--- src/hw/rtl/mtt_pkg.sv ---
// Shared types and codes for the multi timer table.
package mtt_pkg;

  localparam int TIMERS_DEF = 16;

  localparam int NOW_W    = 48;
  localparam int PERIOD_W = 32;
  localparam int ID_W     = 32;

  localparam logic [1:0] OP_SET    = 2'd0;
  localparam logic [1:0] OP_REMOVE = 2'd1;
  localparam logic [1:0] OP_TICK   = 2'd2;
  localparam logic [1:0] OP_UNUSED = 2'd3;

  localparam logic KIND_REPLY = 1'b0;
  localparam logic KIND_FIRE  = 1'b1;

  typedef struct packed {
    logic [ID_W-1:0]     ident;
    logic [PERIOD_W-1:0] period;
    logic [NOW_W-1:0]    accum;
    logic [NOW_W-1:0]    sample_time;
    logic                reload;
    logic                active;
  } entry_t;

endpackage

--- src/hw/rtl/mtt_cell.sv ---
// One timer slot of the chain: holds, takes its neighbor, or loads a new entry.
module mtt_cell
  import mtt_pkg::*;
(
  input  logic   clk,
  input  logic   shift_en,
  input  logic   load_en,
  input  entry_t nb_data,
  input  entry_t load_data,
  output entry_t slot_q
);

  entry_t slot_r;
  entry_t slot_nxt;

  // load wins over the shift so the tail of the queue gets the new entry
  always_comb begin
    slot_nxt = slot_r;
    if (load_en) begin
      slot_nxt = load_data;
    end else if (shift_en) begin
      slot_nxt = nb_data;
    end
  end

  always_ff @(posedge clk) begin
    slot_r <= slot_nxt;
  end

  assign slot_q = slot_r;

endmodule

--- src/hw/rtl/multi_timer_table_top.sv ---
// Top level of the multi timer table: command control and the chain of slots.
//
// Usage: present an operation on the in_ ports with start high; it is taken
// at a clock edge where busy is low. Results appear on the out_ ports for one
// cycle each, marked by out_valid; out_last marks the final result of a
// command. The receiver cannot stall, so results are never held back.
// Command flow:
//   set with id 0: the reply shows the cycle after the transfer.
//   set or remove with an id: the chain rotates once through the head of
//   the chain, where the id compare is done.
//   tick: each slot goes through the elapsed-time add in TICK_A and then the
//   period compare and reload in TICK_B; a flush step follows when a timer fired.
//   Fires leave in table order; each is held until the next slot fires or
//   the walk ends, so the final one can be marked last.
// The slots form a queue: each scan or TICK_B step pops the head, updates it
// and pushes it at the tail unless it drops out, so the table stays compact
// and ordered. Reset empties the table and restarts id numbering at one; slot
// contents are not cleared.
module multi_timer_table_top
  import mtt_pkg::*;
#(
  parameter int TIMERS = TIMERS_DEF
) (
  input  logic                clk,
  input  logic                rst_n,
  input  logic                start,
  output logic                busy,
  input  logic [1:0]          in_operation,
  input  logic [NOW_W-1:0]    in_now,
  input  logic [PERIOD_W-1:0] in_period,
  input  logic                in_repeating,
  input  logic [ID_W-1:0]     in_timer_id,
  output logic                out_valid,
  output logic                out_kind,
  output logic [ID_W-1:0]     out_result_id,
  output logic                out_last
);

  localparam int CW = $clog2(TIMERS + 1);
  localparam int IW = (TIMERS > 1) ? $clog2(TIMERS) : 1;
  localparam logic [CW-1:0] FULL = CW'(TIMERS);
  localparam logic [CW-1:0] ONE  = CW'(1);

  typedef enum logic [4:0] {
    ST_IDLE   = 5'b00001,
    ST_SCAN   = 5'b00010,
    ST_TICK_A = 5'b00100,
    ST_TICK_B = 5'b01000,
    ST_FLUSH  = 5'b10000
  } state_t;

  state_t state_r, state_nxt;
  logic [1:0]          op_r, op_nxt;
  logic [NOW_W-1:0]    now_r, now_nxt;
  logic [PERIOD_W-1:0] per_r, per_nxt;
  logic                rep_r, rep_nxt;
  logic [ID_W-1:0]     id_r, id_nxt;
  logic [CW-1:0]       cnt_r, cnt_nxt;
  logic [CW-1:0]       rem_r, rem_nxt;
  logic                found_r, found_nxt;
  logic [NOW_W-1:0]    acc_r, acc_nxt;
  logic                pend_v_r, pend_v_nxt;
  logic [ID_W-1:0]     pend_id_r, pend_id_nxt;
  logic [ID_W-1:0]     nid_r, nid_nxt;
  logic                out_valid_r, out_valid_nxt;
  logic                out_kind_r, out_kind_nxt;
  logic [ID_W-1:0]     out_id_r, out_id_nxt;
  logic                out_last_r, out_last_nxt;

  logic          shift_en;
  logic          wr_en;
  logic [IW-1:0] wr_pos;
  entry_t        wr_data;
  entry_t        slots [TIMERS];
  entry_t        head;
  entry_t        upd;
  logic [CW-1:0] tail_pos;
  logic [NOW_W-1:0] delta;
  logic [NOW_W:0]   sum;
  logic          hit;
  logic          fire;
  logic [ID_W-1:0] nid_inc;

  assign head     = slots[0];
  assign tail_pos = cnt_r - ONE;
  assign delta    = now_r - head.sample_time;
  assign sum      = {1'b0, head.accum} + {1'b0, delta};
  assign hit      = !found_r && (head.ident == id_r);
  assign fire     = head.active && (acc_r >= {{(NOW_W-PERIOD_W){1'b0}}, head.period});
  assign nid_inc  = nid_r + ID_W'(1);

  // build the chain; the last cell takes itself as a neighbor
  for (genvar i = 0; i < TIMERS; i++) begin : g_cell
    entry_t nb;
    if (i == TIMERS - 1) begin : g_end
      assign nb = slots[i];
    end else begin : g_mid
      assign nb = slots[i+1];
    end
    mtt_cell u_cell (
      .clk       (clk),
      .shift_en  (shift_en),
      .load_en   (wr_en && (wr_pos == IW'(i))),
      .nb_data   (nb),
      .load_data (wr_data),
      .slot_q    (slots[i])
    );
  end

  // command sequencer
  always_comb begin
    state_nxt     = state_r;
    op_nxt        = op_r;
    now_nxt       = now_r;
    per_nxt       = per_r;
    rep_nxt       = rep_r;
    id_nxt        = id_r;
    cnt_nxt       = cnt_r;
    rem_nxt       = rem_r;
    found_nxt     = found_r;
    acc_nxt       = acc_r;
    pend_v_nxt    = pend_v_r;
    pend_id_nxt   = pend_id_r;
    nid_nxt       = nid_r;
    out_valid_nxt = 1'b0;
    out_kind_nxt  = out_kind_r;
    out_id_nxt    = out_id_r;
    out_last_nxt  = out_last_r;
    shift_en      = 1'b0;
    wr_en         = 1'b0;
    wr_pos        = tail_pos[IW-1:0];
    wr_data       = head;
    upd           = head;
    case (state_r)
      ST_IDLE: begin
        if (start) begin
          op_nxt    = in_operation;
          now_nxt   = in_now;
          per_nxt   = in_period;
          rep_nxt   = in_repeating;
          id_nxt    = in_timer_id;
          rem_nxt   = cnt_r;
          found_nxt = 1'b0;
          case (in_operation)
            OP_SET: begin
              out_valid_nxt = 1'b1;
              out_kind_nxt  = KIND_REPLY;
              out_last_nxt  = 1'b1;
              out_id_nxt    = '0;
              if (in_timer_id == '0) begin
                if (cnt_r != FULL) begin
                  // append a new timer at the tail
                  wr_en               = 1'b1;
                  wr_pos              = cnt_r[IW-1:0];
                  wr_data.ident       = nid_r;
                  wr_data.period      = in_period;
                  wr_data.accum       = '0;
                  wr_data.sample_time = in_now;
                  wr_data.reload      = in_repeating;
                  wr_data.active      = 1'b1;
                  out_id_nxt          = nid_r;
                  cnt_nxt             = cnt_r + ONE;
                  nid_nxt             = (nid_inc == '0) ? ID_W'(1) : nid_inc;
                end
              end else if (cnt_r != '0) begin
                out_valid_nxt = 1'b0;
                state_nxt     = ST_SCAN;
              end
            end
            OP_REMOVE: begin
              if (cnt_r != '0) begin
                state_nxt = ST_SCAN;
              end
            end
            OP_TICK: begin
              if (cnt_r != '0) begin
                pend_v_nxt = 1'b0;
                state_nxt  = ST_TICK_A;
              end
            end
            default: begin
            end
          endcase
        end
      end
      ST_SCAN: begin
        // rotate the queue once, patching the first matching id
        if (hit) begin
          if (op_r == OP_SET) begin
            upd.period      = per_r;
            upd.reload      = rep_r;
            upd.sample_time = now_r;
            upd.active      = 1'b1;
            upd.accum       = '0;
          end else begin
            upd.active = 1'b0;
          end
        end
        shift_en  = 1'b1;
        wr_en     = 1'b1;
        wr_data   = upd;
        found_nxt = found_r || hit;
        rem_nxt   = rem_r - ONE;
        if (rem_r == ONE) begin
          state_nxt = ST_IDLE;
          if (op_r == OP_SET) begin
            out_valid_nxt = 1'b1;
            out_kind_nxt  = KIND_REPLY;
            out_last_nxt  = 1'b1;
            out_id_nxt    = (found_r || hit) ? id_r : '0;
          end
        end
      end
      ST_TICK_A: begin
        // accumulate elapsed time, saturating
        acc_nxt   = sum[NOW_W] ? {NOW_W{1'b1}} : sum[NOW_W-1:0];
        state_nxt = ST_TICK_B;
      end
      ST_TICK_B: begin
        // compare, reload or retire, then push or drop the head
        if (head.active) begin
          upd.sample_time = now_r;
          upd.accum = (fire && head.reload) ?
                      (acc_r - {{(NOW_W-PERIOD_W){1'b0}}, head.period}) : acc_r;
          if (fire && !head.reload) begin
            upd.active = 1'b0;
          end
        end
        shift_en = 1'b1;
        wr_data  = upd;
        if (upd.active) begin
          wr_en = 1'b1;
        end else begin
          cnt_nxt = cnt_r - ONE;
        end
        if (fire) begin
          if (pend_v_r) begin
            out_valid_nxt = 1'b1;
            out_kind_nxt  = KIND_FIRE;
            out_last_nxt  = 1'b0;
            out_id_nxt    = pend_id_r;
          end
          pend_v_nxt  = 1'b1;
          pend_id_nxt = head.ident;
        end
        rem_nxt = rem_r - ONE;
        if (rem_r == ONE) begin
          state_nxt = (pend_v_r || fire) ? ST_FLUSH : ST_IDLE;
        end else begin
          state_nxt = ST_TICK_A;
        end
      end
      ST_FLUSH: begin
        // send the held fire as the final result
        out_valid_nxt = 1'b1;
        out_kind_nxt  = KIND_FIRE;
        out_last_nxt  = 1'b1;
        out_id_nxt    = pend_id_r;
        pend_v_nxt    = 1'b0;
        state_nxt     = ST_IDLE;
      end
      default: begin
        state_nxt = ST_IDLE;
      end
    endcase
  end

  always_ff @(posedge clk) begin
    if (!rst_n) begin
      state_r     <= ST_IDLE;
      cnt_r       <= '0;
      rem_r       <= '0;
      found_r     <= 1'b0;
      pend_v_r    <= 1'b0;
      nid_r       <= ID_W'(1);
      out_valid_r <= 1'b0;
    end else begin
      state_r     <= state_nxt;
      cnt_r       <= cnt_nxt;
      rem_r       <= rem_nxt;
      found_r     <= found_nxt;
      pend_v_r    <= pend_v_nxt;
      nid_r       <= nid_nxt;
      out_valid_r <= out_valid_nxt;
    end
  end

  always_ff @(posedge clk) begin
    op_r       <= op_nxt;
    now_r      <= now_nxt;
    per_r      <= per_nxt;
    rep_r      <= rep_nxt;
    id_r       <= id_nxt;
    acc_r      <= acc_nxt;
    pend_id_r  <= pend_id_nxt;
    out_kind_r <= out_kind_nxt;
    out_id_r   <= out_id_nxt;
    out_last_r <= out_last_nxt;
  end

  assign busy          = (state_r != ST_IDLE);
  assign out_valid     = out_valid_r;
  assign out_kind      = out_kind_r;
  assign out_result_id = out_id_r;
  assign out_last      = out_last_r;

`ifndef SYNTHESIS
  a_cnt_bound: assert property (@(posedge clk) disable iff (!rst_n)
    cnt_r <= FULL) else $error("timer count above table size");
  a_tick_enter: assert property (@(posedge clk) disable iff (!rst_n)
    (start && !busy && in_operation == OP_TICK && cnt_r != '0) |=> state_r == ST_TICK_A)
    else $error("tick did not start the walk");
  a_reply_last: assert property (@(posedge clk) disable iff (!rst_n)
    (out_valid && out_kind == KIND_REPLY) |-> out_last) else $error("set reply not last");
  a_flush_out: assert property (@(posedge clk) disable iff (!rst_n)
    (state_r == ST_FLUSH) |=> (out_valid && out_last && out_kind == KIND_FIRE))
    else $error("held fire not sent as final result");
`endif

endmodule
--- config.mk ---
export PLATFORM = sky130hd
export DESIGN_NAME = multi_timer_table_top
export DESIGN_NICKNAME = d
export VERILOG_FILES = /design/src/hw/rtl/mtt_pkg.sv /design/src/hw/rtl/mtt_cell.sv /design/src/hw/rtl/multi_timer_table_top.sv
export SDC_FILE = /design/constraint.sdc
export NUM_CORES = 2
export LEC_CHECK = 0
export BUFFER_PORTS_ARGS = -buffer_cell sky130_fd_sc_hd__buf_2
export CAP_MARGIN = 20
export CORE_ASPECT_RATIO = 1.75
export CORE_MARGIN = 1.5
export CORE_UTILIZATION = 40
export CTS_BUF_LIST = sky130_fd_sc_hd__clkbuf_8
export CTS_CLUSTER_SIZE = 12
export DETAILED_ROUTE_END_ITERATION = 6
export GPL_ROUTABILITY_DRIVEN = 0
export PLACE_DENSITY = 0.55
export RECOVER_POWER = 100
export SYNTH_ARGS = -nofsm -noshare
export SYNTH_HDL_FRONTEND = slang
export SYNTH_SLANG_ARGS = --single-unit
export TNS_END_PERCENT = 20
--- constraint.sdc ---
create_clock -name clk -period 27.1 [get_ports clk]
set_clock_uncertainty 0.05 [all_clocks]
set_input_delay 2.71 -clock clk [delete_from_list [all_inputs] [get_ports clk]]
set_output_delay 2.71 -clock clk [all_outputs]
set_load 0.02 [all_outputs]
==> reports/metrics.csv <==
metric;value;unit
status;complete, but fails checks;
violations;design-rule violations, max-capacitance violations, max-slew violations;
slew_headroom;-384.2;%
clkLatencyLatePin;1030;ps
post_drt_via_cell_ratio;5.300;
power.density;66.44;nW/µm²
min_to;g_cell[0].u_cell.slot_q[51];
overflow;0;
final_cell_mix;edfxtp_1, nand2_1, o21ai_0;
avgSynthCellArea;11.66;µm²
final_common_cell;edfxtp_1;
synth_cell_type_count;86;
fin_ws;10830;ps
ys_warn_count;0;
ys_seq_area_share;68.90;%
syn_inst;10660;
worstMarginPinSlew;7262;ps
syn_to_final_growth;8.805;%
synth-seq-cells;2871;
total_leakage_power;50.12;nW
reg2regPathDepth;10;
syn_area;124400;µm²
drive_gt1_share;5.837;%
ctsResizeCount;0;
clkSinkCount;2871;
rsz0062_at_grt;false;
clockBufferDepth;4;
place_ws;17090;ps
critical_path_arrival;16700;ps
num-nets-final;10890;
worst_hold_path_type;reg -> reg;
grt_max_degree;168;
dpl.hpwl;206100;µm
ant_nets;0;
antenna_found_initial;8;
crit_path_end_kind;flip-flop;
finalHoldViolCount;0;
setup_viol;0;
total_power;0.008993;W
maxSlewViolCount;7697;
ir_drop;0.00003646;V
maxCapViolCount;127;
wirelength;298400;µm
die_area;314500;µm²
cp-startpoint;in_timer_id[10];
cts_tree;yes;
first_pass_iters;7;
grt_usage;18.54;%
r2r_slack;12830;ps
drc_errors;106;
wl_per_cell;19.84;µm
whs_path_depth;2;
portBuffers;153;
rows;270;
initial_core_util;40.24;%
cts-hold-fix-buffers;0;
ios;154;
synth-edff-count;2821;
max_freq;61.44;MHz
crit_type;in -> reg;
grt_pass1_vias;77020;
fin_crit;16270;ps
synth_nets;10920;
cp_max_fo;59;
root_buffer;clkbuf_8;
chipHeight;740.7;µm
tns;0;ps
worstPathRequired;27530;ps
vias;79700;
yosys_most_used_dff;edfxtp_1;
coreArea;309100;µm²
hold_path.startpoint;g_cell[1].u_cell.slot_q[51];
r2r-start;cnt_r[0];
timing.rr.end;g_cell[14].u_cell.slot_q[20];
clk_pin_slew;70;ps
post-route-period-util;60.05;%
first_iter_violations;6757;
grt_pass1_wl;459600;µm
async_flop_share;0;%
postCtsSetupRepairBufs;0;
fp.dieW;424.6;µm
cts-htree-levels;5;
numCtsBuffers;408;
worstSetupStartpointType;primary input;
[cell type report]
cell class              instances  area [µm²]
diodes                         12       30.03
repair buffers                385        1684
multi-input cells            6647       34240
flip-flops and latches       2871       85710
fillers                     28780      173800
clock inverters               312        1698
inverters                     319        1199
clock buffers                 413        5684
well taps                    4080        5105
[metal layers]
metal / vias to the layer above / part of all wire (%) / global-route usage, % / wire length [µm]
li1: 38380 / - / - / -
met1: 38370 / 43 / 23.89 / 127800
met2: 2283 / 46 / 30.26 / 138200
met3: 669 / 5.2 / 2.603 / 15380
met4: 2 / 5.7 / 9.846 / 16950
met5: - / 0.0044 / 0 / 13
[flip-flops by register name, summed over array words and instances, names as in the netlist]
| name | count |
|---|---|
| rep_r | 1 |
| nid_r | 32 |
| id_r | 32 |
| now_r | 48 |
| out_valid | 1 |
| per_r | 32 |
| op_r | 2 |
| out_last | 1 |
| g_cell.u_cell.slot_q | 2592 |
| found_r | 1 |
| state_r | 5 |
| pend_id_r | 32 |
| rem_r | 5 |
| out_kind | 1 |
| pend_v_r | 1 |
| acc_r | 48 |
| out_result_id | 32 |
| cnt_r | 5 |
[cell usage after synthesis (all sizes together) (84+ instances only)]
| cell type | instances | area (µm²) |
|---|---|---|
| edfxtp | 2821 | 84710 |
| nand2 | 2387 | 8960 |
| o21ai | 2269 | 11360 |
| clkbuf | 678 | 2545 |
| nor2 | 390 | 1466 |
| a21oi | 365 | 1831 |
| inv | 318 | 1194 |
| buf | 149 | 734.5 |
| ha | 135 | 1689 |
| a222oi | 112 | 1121 |
| xor2 | 105 | 919.6 |
| xnor2 | 88 | 770.7 |
| a21o | 84 | 630.6 |
[worst max-delay path, stage by stage]
cell and delay, ps:
clkbuf_1 130, nor4_1 650, nand4_1 480, nor2_1 570, and3_1 1650, a31oi_1 650, nor2_1 410, nand3_1 1590
nand2_1 2830, clkbuf_1 2150, clkbuf_1 2700
[report_power, final]
part	total, W	switching (W)	internal, W
clock network	0.00318	0.00164	0.00154
registers	0.00509	0.0000493	0.00504
logic	0.000726	0.000511	0.000215
[logic make-up (layout without fill, tap and decap cells)]
family / Yosys count / after routing / share of synthesized area (%)
buf+inv: 1146 / 1429 / 3.599
simple gates: 3124 / 3124 / 10.18
flops: 2871 / 2871 / 68.90
xor+xnor: 193 / 193 / 1.359
other cells: 0 / 12 / 0
fa+ha+maj: 138 / 138 / 1.406
mux: 96 / 96 / 0.8328
compound gates: 3096 / 3096 / 13.72
[how the worst max path moves through the flow]
stage                              endpoint  slack [ps]  cells past startpoint
3_3_place_gp   g_cell[14].u_cell.slot_q[30]       17290                     11
2_1_floorplan   g_cell[15].u_cell.slot_q[0]        6600                      9
3_5_place_dp   g_cell[14].u_cell.slot_q[30]       17090                     11
4_1_cts        g_cell[14].u_cell.slot_q[28]       18170                     11
5_1_grt        g_cell[14].u_cell.slot_q[20]        9390                     11
6_report       g_cell[14].u_cell.slot_q[20]       10830                     11
[per-stage QoR]
| step | hold slack [ps] | instance area (µm²) | std cells | util [%] |
|---|---|---|---|---|
| after floorplan | 411.8 | 124400 | 10660 | - |
| after global placement | 423.0 | 129100 | 14280 | 41.75 |
| after detailed placement | 435.3 | 129100 | 14290 | 41.77 |
| after CTS | 417.2 | 136500 | 15010 | 44.16 |
| after global routing | 431.9 | 135300 | 15030 | 43.78 |
| final | 425.7 | 135300 | 15040 | 43.79 |
(Power assumes the default switching activity.)
